## src/sv/mcv_pkg.sv

```systemverilog
// Shared types and constants for the Matern 5/2 covariance core.
package mcv_pkg;

   localparam int ACC_W   = 40;
   localparam int ROOT_W  = 20;
   localparam int QUOT_W  = 40;
   localparam int DEN_W   = 16;
   localparam int R_W     = 21;
   localparam int POLY_W  = 27;
   localparam int T_W     = 32;
   localparam int PROD_W  = 64;
   localparam int K_W     = 4;
   localparam int SQN_W   = 3;

   localparam logic [17:0]    SQRT5_Q16   = 18'd146543;
   localparam logic [T_W-1:0] ONE_Q31     = 32'h8000_0000;
   localparam logic [K_W-1:0] EXP_TERMS   = 4'd9;
   localparam logic [SQN_W-1:0] SQ_LAST   = 3'd5;
   // ceil(2^33 / 3): x * RECIP3 >> 33 equals x / 3 for any 32-bit x
   localparam logic [T_W-1:0] RECIP3      = 32'hAAAA_AAAB;

   // Register indexes
   localparam logic CSR_LENGTH_SCALE = 1'b0;
   localparam logic CSR_VARIANCE     = 1'b1;

   typedef enum logic [4:0] {
      OP_NONE,
      OP_ACC,
      OP_SQRT_START,
      OP_MUL_D,
      OP_DIV_R,
      OP_SET_R,
      OP_MUL_RR,
      OP_MUL_P3,
      OP_POLY,
      OP_MUL_XT,
      OP_DIV_K,
      OP_T_K,
      OP_MUL_TT,
      OP_T_SQ,
      OP_MUL_PE,
      OP_MUL_VF,
      OP_OUT
   } dp_op_type;

   typedef enum logic [4:0] {
      S_ACC,
      S_SQRT_GO,
      S_SQRT_WAIT,
      S_MUL_D,
      S_DIV_R_GO,
      S_DIV_R_WAIT,
      S_SET_R,
      S_MUL_RR,
      S_MUL_P3,
      S_POLY,
      S_MUL_XT,
      S_DIV_K_GO,
      S_DIV_K_WAIT,
      S_T_K,
      S_MUL_TT,
      S_T_SQ,
      S_MUL_PE,
      S_F,
      S_MUL_VF,
      S_DONE
   } state_type;

   typedef struct packed {
      dp_op_type      op;
      logic [K_W-1:0] k;
   } cmd_type;

   typedef struct packed {
      logic sqrt_done;
      logic div_done;
      logic zero_sum;
      logic r_big;
      logic out_free;
   } status_type;

endpackage

```

## src/sv/matern52_covariance_core.sv

```systemverilog
// Top level of the Matern 5/2 covariance core.
//
//   channel  dir  tdata                               tuser       tlast
//   req      in   [15:0] coord_a, [31:16] coord_b     -           last pair
//   rsp      out  [15:0] covariance                   saturated   -
//   csr      in   csr_addr 0 length_scale, 1 signal_variance, 16-bit data
//
// Coordinate pairs are taken one per cycle while the core waits in its
// accumulate state. After the pair marked last the core runs its kernel tail:
// a square root, then divides in one shared divider (ten of them) and one
// shared 32x32 multiplier; zero distance skips straight to the result. A result waits in
// the output register; the next point pair is taken while it waits.
// Reset is synchronous and restores both registers to 1.0.
module matern52_covariance_core
   import mcv_pkg::*;
#(
   parameter int MAX_DIM = 64
) (
   input  logic        clock,
   input  logic        reset,
   input  logic        req_tvalid,
   output logic        req_tready,
   input  logic [31:0] req_tdata,   // [15:0] coord_a, [31:16] coord_b
   input  logic        req_tlast,
   output logic        rsp_tvalid,
   input  logic        rsp_tready,
   output logic [15:0] rsp_tdata,   // [15:0] covariance
   output logic        rsp_tuser,   // [0] saturated
   input  logic        csr_we,
   input  logic        csr_addr,
   input  logic [15:0] csr_wdata
);

   cmd_type    cmd;
   status_type status;

   mcv_ctrl u_ctrl (
      .clock      (clock),
      .reset      (reset),
      .req_tvalid (req_tvalid),
      .req_tlast  (req_tlast),
      .req_tready (req_tready),
      .status     (status),
      .cmd        (cmd)
   );

   mcv_datapath #(
      .MAX_DIM (MAX_DIM)
   ) u_datapath (
      .clock      (clock),
      .reset      (reset),
      .cmd        (cmd),
      .status     (status),
      .coord_a    (req_tdata[15:0]),
      .coord_b    (req_tdata[31:16]),
      .csr_we     (csr_we),
      .csr_addr   (csr_addr),
      .csr_wdata  (csr_wdata),
      .rsp_tvalid (rsp_tvalid),
      .rsp_tready (rsp_tready),
      .covariance (rsp_tdata),
      .saturated  (rsp_tuser)
   );

endmodule

```

## src/sv/mcv_sqrt.sv

```systemverilog
// Iterative integer square root, one result bit per cycle.
module mcv_sqrt
   import mcv_pkg::*;
(
   input  logic              clock,
   input  logic              reset,
   input  logic              start,
   input  logic [ACC_W-1:0]  operand,
   output logic              done,
   output logic              busy,
   output logic [ROOT_W-1:0] root
);

   localparam int REM_W = ROOT_W + 4;
   localparam int CNT_W = $clog2(ROOT_W);

   logic [ACC_W-1:0]  v_ff, v_in;
   logic [REM_W-1:0]  rem_ff, rem_in;
   logic [ROOT_W-1:0] root_ff, root_in;
   logic [CNT_W-1:0]  cnt_ff, cnt_in;
   logic              busy_ff, busy_in;
   logic              done_ff, done_in;
   logic [REM_W-1:0]  rem_sh;
   logic [REM_W-1:0]  trial;

   // Shift in two operand bits, try the next root bit
   always_comb begin
      rem_sh  = {rem_ff[REM_W-3:0], v_ff[ACC_W-1 -: 2]};
      trial   = REM_W'({root_ff, 2'b01});
      v_in    = v_ff;
      rem_in  = rem_ff;
      root_in = root_ff;
      cnt_in  = cnt_ff;
      busy_in = busy_ff;
      done_in = 1'b0;
      if (start) begin
         v_in    = operand;
         rem_in  = '0;
         root_in = '0;
         cnt_in  = '0;
         busy_in = 1'b1;
      end else if (busy_ff) begin
         v_in = {v_ff[ACC_W-3:0], 2'b00};
         if (rem_sh >= trial) begin
            rem_in  = rem_sh - trial;
            root_in = {root_ff[ROOT_W-2:0], 1'b1};
         end else begin
            rem_in  = rem_sh;
            root_in = {root_ff[ROOT_W-2:0], 1'b0};
         end
         cnt_in = cnt_ff + 1'b1;
         if (cnt_ff == CNT_W'(ROOT_W - 1)) begin
            busy_in = 1'b0;
            done_in = 1'b1;
         end
      end
   end

   always_ff @(posedge clock) begin
      if (reset) begin
         busy_ff <= 1'b0;
         done_ff <= 1'b0;
         cnt_ff  <= '0;
      end else begin
         busy_ff <= busy_in;
         done_ff <= done_in;
         cnt_ff  <= cnt_in;
      end
      v_ff    <= v_in;
      rem_ff  <= rem_in;
      root_ff <= root_in;
   end

   assign done = done_ff;
   assign busy = busy_ff;
   assign root = root_ff;

endmodule

```

## src/sv/mcv_div.sv

```systemverilog
// Restoring divider, one quotient bit per cycle.
module mcv_div
   import mcv_pkg::*;
(
   input  logic              clock,
   input  logic              reset,
   input  logic              start,
   input  logic [QUOT_W-1:0] num,
   input  logic [DEN_W-1:0]  den,
   output logic              done,
   output logic              busy,
   output logic [QUOT_W-1:0] quot
);

   localparam int CNT_W = $clog2(QUOT_W);

   logic [QUOT_W-1:0] q_ff, q_in;
   logic [DEN_W-1:0]  rem_ff, rem_in;
   logic [DEN_W-1:0]  den_ff, den_in;
   logic [CNT_W-1:0]  cnt_ff, cnt_in;
   logic              busy_ff, busy_in;
   logic              done_ff, done_in;
   logic [DEN_W:0]    trial;
   logic              ge;

   // Bring down one numerator bit, subtract when it fits
   always_comb begin
      trial   = {rem_ff, q_ff[QUOT_W-1]};
      ge      = trial >= {1'b0, den_ff};
      q_in    = q_ff;
      rem_in  = rem_ff;
      den_in  = den_ff;
      cnt_in  = cnt_ff;
      busy_in = busy_ff;
      done_in = 1'b0;
      if (start) begin
         q_in    = num;
         rem_in  = '0;
         den_in  = den;
         cnt_in  = '0;
         busy_in = 1'b1;
      end else if (busy_ff) begin
         rem_in = ge ? DEN_W'(trial - {1'b0, den_ff}) : trial[DEN_W-1:0];
         q_in   = {q_ff[QUOT_W-2:0], ge};
         cnt_in = cnt_ff + 1'b1;
         if (cnt_ff == CNT_W'(QUOT_W - 1)) begin
            busy_in = 1'b0;
            done_in = 1'b1;
         end
      end
   end

   always_ff @(posedge clock) begin
      if (reset) begin
         busy_ff <= 1'b0;
         done_ff <= 1'b0;
         cnt_ff  <= '0;
      end else begin
         busy_ff <= busy_in;
         done_ff <= done_in;
         cnt_ff  <= cnt_in;
      end
      q_ff   <= q_in;
      rem_ff <= rem_in;
      den_ff <= den_in;
   end

   assign done = done_ff;
   assign busy = busy_ff;
   assign quot = q_ff;

endmodule

```

## src/sv/mcv_datapath.sv

```systemverilog
// Datapath: accumulator, shared multiplier, sqrt and divide units, result register.
module mcv_datapath
   import mcv_pkg::*;
#(
   parameter int MAX_DIM = 64
) (
   input  logic        clock,
   input  logic        reset,
   input  cmd_type     cmd,
   output status_type  status,
   input  logic [15:0] coord_a,
   input  logic [15:0] coord_b,
   input  logic        csr_we,
   input  logic        csr_addr,
   input  logic [15:0] csr_wdata,
   output logic        rsp_tvalid,
   input  logic        rsp_tready,
   output logic [15:0] covariance,
   output logic        saturated
);

   localparam int CNT_W = $clog2(MAX_DIM + 1);

   logic [15:0]        ls_ff, var_ff;
   logic [ACC_W-1:0]   sum_ff, sum_in;
   logic               ovf_ff, ovf_in;
   logic [CNT_W-1:0]   cnt_ff, cnt_in;
   logic [PROD_W-1:0]  mul_ff;
   logic [T_W-1:0]     mul_a, mul_b;
   logic               mul_en;
   logic [R_W-1:0]     r_ff;
   logic               r_big_ff;
   logic [POLY_W-1:0]  poly_ff;
   logic [T_W-1:0]     t_ff;
   logic               rsp_valid_ff, rsp_valid_in;
   logic [15:0]        cov_ff;
   logic               sat_ff;

   logic signed [16:0] diff;
   logic [16:0]        mag;
   logic [33:0]        sq;
   logic [ACC_W:0]     sum_wide;
   logic [15:0]        ls_eff;
   logic [QUOT_W-1:0]  div_num;
   logic [DEN_W-1:0]   div_den;
   logic               div_start, div_done, div_busy;
   logic [QUOT_W-1:0]  quot;
   logic               sqrt_start, sqrt_done, sqrt_busy;
   logic [ROOT_W-1:0]  root;
   logic [42:0]        p_round;
   logic [PROD_W-1:0]  t_round;
   logic [42:0]        c_round;
   logic [15:0]        cov_val;

   // Configuration registers
   always_ff @(posedge clock) begin
      if (reset) begin
         ls_ff  <= 16'd256;
         var_ff <= 16'd256;
      end else if (csr_we) begin
         if (csr_addr == CSR_LENGTH_SCALE) begin
            ls_ff <= csr_wdata;
         end else begin
            var_ff <= csr_wdata;
         end
      end
   end

   assign ls_eff = (ls_ff == 16'd0) ? 16'd1 : ls_ff;

   // Accumulate squared difference, saturate, drop pairs beyond MAX_DIM
   always_comb begin
      diff     = $signed({coord_a[15], coord_a}) - $signed({coord_b[15], coord_b});
      mag      = diff[16] ? 17'(-diff) : 17'(diff);
      sq       = mag * mag;
      sum_wide = {1'b0, sum_ff} + (ACC_W + 1)'(sq);
      sum_in   = sum_ff;
      ovf_in   = ovf_ff;
      cnt_in   = cnt_ff;
      if (cmd.op == OP_ACC) begin
         if (cnt_ff >= CNT_W'(MAX_DIM)) begin
            ovf_in = 1'b1;
         end else begin
            cnt_in = cnt_ff + 1'b1;
            if (sum_wide[ACC_W]) begin
               sum_in = '1;
               ovf_in = 1'b1;
            end else begin
               sum_in = sum_wide[ACC_W-1:0];
            end
         end
      end else if (cmd.op == OP_OUT) begin
         sum_in = '0;
         ovf_in = 1'b0;
         cnt_in = '0;
      end
   end

   always_ff @(posedge clock) begin
      if (reset) begin
         sum_ff <= '0;
         ovf_ff <= 1'b0;
         cnt_ff <= '0;
      end else begin
         sum_ff <= sum_in;
         ovf_ff <= ovf_in;
         cnt_ff <= cnt_in;
      end
   end

   // r*r rounded to Q.16 before the divide by three
   assign p_round = mul_ff[42:0] + 43'd98304;

   // Select multiplier operands
   always_comb begin
      mul_en = 1'b1;
      mul_a  = '0;
      mul_b  = '0;
      case (cmd.op)
         OP_MUL_D: begin
            mul_a = T_W'(root);
            mul_b = T_W'(SQRT5_Q16);
         end
         OP_MUL_RR: begin
            mul_a = T_W'(r_ff);
            mul_b = T_W'(r_ff);
         end
         OP_MUL_P3: begin
            mul_a = T_W'(p_round[42:16]);
            mul_b = RECIP3;
         end
         OP_MUL_XT: begin
            mul_a = T_W'({r_ff, 9'b0});
            mul_b = t_ff;
         end
         OP_MUL_TT: begin
            mul_a = t_ff;
            mul_b = t_ff;
         end
         OP_MUL_PE: begin
            mul_a = T_W'(poly_ff);
            mul_b = t_ff;
         end
         OP_MUL_VF: begin
            mul_a = T_W'(var_ff);
            mul_b = t_ff;
         end
         default: mul_en = 1'b0;
      endcase
   end

   always_ff @(posedge clock) begin
      if (mul_en) begin
         mul_ff <= mul_a * mul_b;
      end
   end

   // Select divider operands
   always_comb begin
      div_start  = 1'b1;
      div_num    = '0;
      div_den    = ls_eff;
      case (cmd.op)
         OP_DIV_R: begin
            div_num = mul_ff[QUOT_W-1:0] + QUOT_W'(ls_eff >> 1);
            div_den = ls_eff;
         end
         OP_DIV_K: begin
            div_num = QUOT_W'(mul_ff[62:31]);
            div_den = DEN_W'(cmd.k);
         end
         default: div_start = 1'b0;
      endcase
   end

   assign sqrt_start = (cmd.op == OP_SQRT_START);

   mcv_sqrt u_sqrt (
      .clock   (clock),
      .reset   (reset),
      .start   (sqrt_start),
      .operand (sum_ff),
      .done    (sqrt_done),
      .busy    (sqrt_busy),
      .root    (root)
   );

   mcv_div u_div (
      .clock (clock),
      .reset (reset),
      .start (div_start),
      .num   (div_num),
      .den   (div_den),
      .done  (div_done),
      .busy  (div_busy),
      .quot  (quot)
   );

   // Working registers for r, polynomial and exponential term
   assign t_round = mul_ff + PROD_W'(64'h4000_0000);

   always_ff @(posedge clock) begin
      case (cmd.op)
         OP_SET_R: begin
            r_ff     <= quot[R_W-1:0];
            r_big_ff <= |quot[QUOT_W-1:R_W];
         end
         OP_POLY: begin
            // reciprocal product shifted down by 33 gives the quotient by three
            poly_ff <= POLY_W'(17'h10000) + POLY_W'(r_ff) + mul_ff[59:33];
            t_ff    <= ONE_Q31;
         end
         OP_T_K:  t_ff <= ONE_Q31 - quot[T_W-1:0];
         OP_T_SQ: t_ff <= t_round[62:31];
         default: ;
      endcase
   end

   // Round and saturate the result; zero distance gives the variance, a large r gives zero
   always_comb begin
      c_round = mul_ff[42:0] + 43'd32768;
      if (sum_ff == '0) begin
         cov_val = var_ff;
      end else if (r_big_ff) begin
         cov_val = '0;
      end else if (|c_round[42:32]) begin
         cov_val = 16'hFFFF;
      end else begin
         cov_val = c_round[31:16];
      end
   end

   // Hold the result word until taken
   always_comb begin
      rsp_valid_in = rsp_valid_ff;
      if (cmd.op == OP_OUT) begin
         rsp_valid_in = 1'b1;
      end else if (rsp_tready) begin
         rsp_valid_in = 1'b0;
      end
   end

   always_ff @(posedge clock) begin
      if (reset) begin
         rsp_valid_ff <= 1'b0;
      end else begin
         rsp_valid_ff <= rsp_valid_in;
      end
      if (cmd.op == OP_OUT) begin
         cov_ff <= cov_val;
         sat_ff <= ovf_ff;
      end
   end

   assign rsp_tvalid = rsp_valid_ff;
   assign covariance = cov_ff;
   assign saturated  = sat_ff;

   assign status.sqrt_done = sqrt_done;
   assign status.div_done  = div_done;
   assign status.zero_sum  = (sum_ff == '0);
   assign status.r_big     = r_big_ff;
   assign status.out_free  = !rsp_valid_ff || rsp_tready;

   ap_units_exclusive: assert property (@(posedge clock) disable iff (reset)
      !(sqrt_busy && div_busy))
      else $error("sqrt and divider busy together");

   ap_count_bound: assert property (@(posedge clock) disable iff (reset)
      cnt_ff <= CNT_W'(MAX_DIM))
      else $error("pair count beyond MAX_DIM");

   ap_clear_after_out: assert property (@(posedge clock) disable iff (reset)
      (cmd.op == OP_OUT) |=> (sum_ff == '0) && !ovf_ff && (cnt_ff == '0))
      else $error("accumulator not cleared after result");

   ap_valid_from_out: assert property (@(posedge clock) disable iff (reset)
      $rose(rsp_valid_ff) |-> $past(cmd.op == OP_OUT))
      else $error("result word raised without load");

endmodule

```

## src/sv/mcv_ctrl.sv

```systemverilog
// Sequencer that steps the datapath through the kernel evaluation.
module mcv_ctrl
   import mcv_pkg::*;
(
   input  logic       clock,
   input  logic       reset,
   input  logic       req_tvalid,
   input  logic       req_tlast,
   output logic       req_tready,
   input  status_type status,
   output cmd_type    cmd
);

   state_type          state_ff, state_in;
   logic [K_W-1:0]     k_ff, k_in;
   logic [SQN_W-1:0]   sq_ff, sq_in;

   // Next state
   always_comb begin
      state_in = state_ff;
      case (state_ff)
         S_ACC:        if (req_tvalid && req_tlast) state_in = S_SQRT_GO;
         S_SQRT_GO:    state_in = status.zero_sum ? S_DONE : S_SQRT_WAIT;
         S_SQRT_WAIT:  if (status.sqrt_done) state_in = S_MUL_D;
         S_MUL_D:      state_in = S_DIV_R_GO;
         S_DIV_R_GO:   state_in = S_DIV_R_WAIT;
         S_DIV_R_WAIT: if (status.div_done) state_in = S_SET_R;
         S_SET_R:      state_in = S_MUL_RR;
         S_MUL_RR:     state_in = status.r_big ? S_DONE : S_MUL_P3;
         S_MUL_P3:     state_in = S_POLY;
         S_POLY:       state_in = S_MUL_XT;
         S_MUL_XT:     state_in = S_DIV_K_GO;
         S_DIV_K_GO:   state_in = S_DIV_K_WAIT;
         S_DIV_K_WAIT: if (status.div_done) state_in = S_T_K;
         S_T_K:        state_in = (k_ff == K_W'(1)) ? S_MUL_TT : S_MUL_XT;
         S_MUL_TT:     state_in = S_T_SQ;
         S_T_SQ:       state_in = (sq_ff == SQ_LAST) ? S_MUL_PE : S_MUL_TT;
         S_MUL_PE:     state_in = S_F;
         S_F:          state_in = S_MUL_VF;
         S_MUL_VF:     state_in = S_DONE;
         S_DONE:       if (status.out_free) state_in = S_ACC;
         default:      state_in = S_ACC;
      endcase
   end

   // Loop counters for the series and the squarings
   always_comb begin
      k_in  = k_ff;
      sq_in = sq_ff;
      case (state_ff)
         S_POLY: k_in = EXP_TERMS;
         S_T_K: begin
            k_in  = k_ff - 1'b1;
            sq_in = '0;
         end
         S_T_SQ:  sq_in = sq_ff + 1'b1;
         default: ;
      endcase
   end

   // Commands
   always_comb begin
      req_tready = 1'b0;
      cmd.k      = k_ff;
      cmd.op     = OP_NONE;
      case (state_ff)
         S_ACC: begin
            req_tready = 1'b1;
            if (req_tvalid) cmd.op = OP_ACC;
         end
         S_SQRT_GO:  if (!status.zero_sum) cmd.op = OP_SQRT_START;
         S_MUL_D:    cmd.op = OP_MUL_D;
         S_DIV_R_GO: cmd.op = OP_DIV_R;
         S_SET_R:    cmd.op = OP_SET_R;
         S_MUL_RR:   if (!status.r_big) cmd.op = OP_MUL_RR;
         S_MUL_P3:   cmd.op = OP_MUL_P3;
         S_POLY:     cmd.op = OP_POLY;
         S_MUL_XT:   cmd.op = OP_MUL_XT;
         S_DIV_K_GO: cmd.op = OP_DIV_K;
         S_T_K:      cmd.op = OP_T_K;
         S_MUL_TT:   cmd.op = OP_MUL_TT;
         S_T_SQ:     cmd.op = OP_T_SQ;
         S_MUL_PE:   cmd.op = OP_MUL_PE;
         S_F:        cmd.op = OP_T_SQ;
         S_MUL_VF:   cmd.op = OP_MUL_VF;
         S_DONE:     if (status.out_free) cmd.op = OP_OUT;
         default:    cmd.op = OP_NONE;
      endcase
   end

   always_ff @(posedge clock) begin
      if (reset) begin
         state_ff <= S_ACC;
         k_ff     <= '0;
         sq_ff    <= '0;
      end else begin
         state_ff <= state_in;
         k_ff     <= k_in;
         sq_ff    <= sq_in;
      end
   end

endmodule

```

## config.mk

```make
export PLATFORM = sky130hd
export DESIGN_NAME = matern52_covariance_core
export DESIGN_NICKNAME = d
export VERILOG_FILES = /design/src/sv/mcv_pkg.sv /design/src/sv/matern52_covariance_core.sv /design/src/sv/mcv_sqrt.sv /design/src/sv/mcv_div.sv /design/src/sv/mcv_datapath.sv /design/src/sv/mcv_ctrl.sv
export SDC_FILE = /design/constraint.sdc
export NUM_CORES = 2
export LEC_CHECK = 0
export BUFFER_PORTS_ARGS = -buffer_cell sky130_fd_sc_hd__buf_4
export CORE_ASPECT_RATIO = 0.8
export CORE_MARGIN = 4
export CORE_UTILIZATION = 42
export DETAILED_ROUTE_END_ITERATION = 7
export PLACE_DENSITY = 0.55
export SYNTH_ARGS = -nofsm -noshare
export SYNTH_HDL_FRONTEND = slang
export SYNTH_SLANG_ARGS = --single-unit
```

## constraint.sdc

```tcl
create_clock -name clock -period 21.1 [get_ports clock]
set_input_delay 4.22 -clock clock [delete_from_list [all_inputs] [get_ports clock]]
set_output_delay 4.22 -clock clock [all_outputs]
set_load 0.01 [all_outputs]
```

==> impl_metrics.csv <==
group,metric,value,unit
floorplanning,die_h,364,um
critical_path,slowest_stage,"xnor2_1",
logic_synthesis,synthArstFlopShare,0,
floorplanning,start_util,0.423,
sta,grt_setup_unrepaired,"false",
placed_design,pre_cts_slack,6.22,ns
critical_path,r2r_cells,35,
clocking,insertion_delay,0.61,ns
final_layout,multi_input_area,0.0494,mm^2
min_path,min-delay-start,"u_datapath.ovf_ff",
critical_path,worst_path_most_repeated_cell,"fa_1",
grt,antenna_found_initial,7,
sta,min_period,14.38,ns
sta,tightest_slew,1.37,ns
placed_design,dp_hpwl,177,mm
final_layout,final_util,0.455,
clocking,cts_hold_buf,0,
run_status,outcome,"finished, violations left",
critical_path,regToRegSetupSlack,8.49,ns
drt,postRouteWirelength,223,mm
sta,post-route-period-util,0.682,
logic_synthesis,synth_edf_count,257,
floorplanning,die_area,0.165,mm^2
sta,fin_skew,0.0296,ns
drt,drtPass1Iterations,8,
sta,slew_viol_final,0,
final_layout,drive_gt1_frac,0.0578,
floorplanning,core.rowCount,130,
sta,fmax,69.5,MHz
sta,setup_slack,6.72,ns
logic_synthesis,ys_warn_count,0,
clocking,cts_sinks,423,
critical_path,arrival,14.81,ns
critical_path,cpPeakStageDelay,1.02,ns
grt,grt_start_max_net_pins,69,
logic_synthesis,syn_inst,7521,
placed_design,place_congestion,0.983,
grt,grtUsageTotal,0.272,
drt,avgRoutedWirePerCell,23.4,um
critical_path,reg2reg_from,"u_ctrl.state_ff[3]",
clocking,post_cts_buffers,0,
min_path,hold_path_class,"reg -> reg",
critical_path,timing.rr.end,"u_datapath.mul_ff[53]",
grt,grt_pass1_wl,340,mm
drt,vias,53031,
clocking,clockBufferDepth,3,
run_status,violations,"design-rule violations",
clocking,cts_resized,0,
grt,grt_pass1_vias,53594,
clocking,cts_tree,"yes",
floorplanning,die_w,453,um
logic_synthesis,yosysSeqAreaShare,0.166,
grt,grt-ovfl-total,0,
logic_synthesis,ys.flop_type,"edfxtp_1",
sta,hold_viol,0,
logic_synthesis,syn_avg_cell_area,8.84,um^2
floorplanning,coreArea,0.157,mm^2
drt,drc,6,
logic_synthesis,synth_area,0.0665,mm^2
clocking,numCtsBuffers,46,
clocking,htree_num_levels,2,
drt,detailedRoute.firstIterationViolations,5012,
final_layout,fill_cells,15403,
sta,maxSlewHeadroom,0.0788,
critical_path,cp.required,21.53,ns
drt,ant_nets,0,
critical_path,worstSetupEndpointType,"flip-flop",
critical_path,cp-startpoint,"req_tdata[0]",
sta,setup-tns-final,0,ns
critical_path,crit_fanout,13,
min_path,min_to,"u_datapath.saturated",
critical_path,start_kind,"input port",
floorplanning,io_pins,74,
sta,finalSetupViolCount,0,
logic_synthesis,synth_cell_types,87,
final_layout,fin_cells,9558,
placed_design,dp_cells,9471,
placed_design,io_buffer_count,73,
flow_run,maxCapViolations,0,
min_path,min_path_cells,0,
critical_path,critPathKind,"in -> reg",
clocking,clock_tree.root_cell,"clkbuf_16",
drt,viasPerCell,5.55,
final_layout,ff_latch_area,0.0110,mm^2
final_layout,area_growth,7.42,%
final_layout,nNetsFinal,9078,
clocking,path_clk_slew,0.06,ns
logic_synthesis,yosys_register_bits,423,
state kept, by name (all words and copies together), names as in the netlist, 3 cells and up:
name and flops:
u_ctrl.k_ff 4, u_ctrl.sq_ff 3, u_ctrl.state_ff 5, u_datapath.cnt_ff 7, u_datapath.covariance 16, u_datapath.ls_ff 16
u_datapath.mul_ff 63, u_datapath.poly_ff 27, u_datapath.r_ff 21, u_datapath.sum_ff 40, u_datapath.t_ff 32, u_datapath.u_div.cnt_ff 6
u_datapath.u_div.den_ff 16, u_datapath.u_div.quot 40, u_datapath.u_div.rem_ff 16, u_datapath.u_sqrt.cnt_ff 5, u_datapath.u_sqrt.rem_ff 22, u_datapath.u_sqrt.root 20
u_datapath.u_sqrt.v_ff 40, u_datapath.var_ff 16
stage by stage:
step / hold WS, ns / instance area (um^2)
2_1_floorplan: 0.408 / 66500
3_3_place_gp: 0.461 / 69800
3_5_place_dp: 0.462 / 69800
4_1_cts: 0.471 / 71400
5_1_grt: 0.496 / 71400
6_report: 0.470 / 71400
metal layers:
layer	share of wire	global-route usage
met5	0.00028	0
met2	0.42	0.396
met3	0.094	0.0572
met4	0.029	0.0685
met1	0.46	0.410
cell usage after synthesis, types with 63 or more instances:
library cell,count,share of area
inv_1,1335,0.075
fa_1,1124,0.34
nand2_1,913,0.052
nor2_1,844,0.048
ha_1,492,0.093
clkbuf_1,368,0.021
a21oi_1,273,0.021
edfxtp_1,257,0.12
o21ai_0,196,0.015
dfxtp_1,166,0.050
xnor2_1,163,0.021
xor2_1,143,0.019
nor3_1,120,0.0090
a21o_1,88,0.0099
nand3_1,77,0.0058
a22oi_1,64,0.0072
a211oi_1,63,0.0071
placed cells by master (no fill, tap or decap), types with 32 or more instances in the layout:
| master | Yosys | routed |
|---|---|---|
| inv_1 | 1335 | 1335 |
| fa_1 | 1124 | 1124 |
| nand2_1 | 913 | 911 |
| nor2_1 | 844 | 836 |
| ha_1 | 492 | 492 |
| a21oi_1 | 273 | 272 |
| edfxtp_1 | 257 | 257 |
| buf_4 | 1 | 219 |
| o21ai_0 | 196 | 188 |
| dfxtp_1 | 166 | 165 |
| xnor2_1 | 163 | 162 |
| xor2_1 | 143 | 143 |
| nor3_1 | 120 | 112 |
| a21o_1 | 88 | 88 |
| nand3_1 | 77 | 75 |
| a211oi_1 | 63 | 63 |
| a22oi_1 | 64 | 63 |
| nand4_1 | 57 | 57 |
| mux2i_1 | 47 | 47 |
| clkbuf_16 | 0 | 47 |
| nand2b_1 | 46 | 46 |
| or2_2 | 41 | 41 |
| and3_1 | 41 | 41 |
| o21a_1 | 40 | 38 |
| nor4_1 | 39 | 37 |
| or3_1 | 37 | 35 |
| o22ai_1 | 34 | 34 |
| and2_1 | 33 | 32 |
how the worst max path moves through the flow:
stage,slack [ns],to,cells after the start
6_report,6.72,u_datapath.sum_ff[30],34
5_1_grt,5.96,u_datapath.sum_ff[30],34
4_1_cts,6.84,u_datapath.sum_ff[30],34
3_5_place_dp,6.22,u_datapath.sum_ff[30],34
3_3_place_gp,6.34,u_datapath.sum_ff[30],34
2_1_floorplan,8.16,u_datapath.sum_ff[11],36
worst max-delay path: cells and delay by family:
family	cells	cell delay, ns
xor gates and xnor gates	1	1.02
buffers and inverters	8	0.83
adders and majority gates	9	3.67
and+or+nand+nor	5	1.94
AOI/OAI and AO/OA	11	3.10
kinds of logic after synthesis:
| family | count (synthesis) | share of synthesized area |
|---|---|---|
| buffers and inverters | 1734 | 0.0981 |
| multiplexers | 56 | 0.00860 |
| flip-flops | 423 | 0.166 |
| AO/OA/AOI/OAI | 1041 | 0.103 |
| adder cells (fa/ha/maj) | 1616 | 0.431 |
| other | 2 | 0.000113 |
| XOR/XNOR | 307 | 0.0405 |
| AND/OR/NAND/NOR | 2342 | 0.152 |
area by class of cell:
type	instances	area share
diodes	2	0.0000701
clock buffers	57	0.0177
clock inverters	28	0.00506
inverters	1344	0.0706
multi-input cells	5373	0.692
flip-flops and latches	423	0.155
well taps	2112	0.0370
repair buffers	219	0.0230
Power is left out: the tool's default activity adds up to more than one toggle a clock period on the data nets, which glitch-free logic cannot reach.
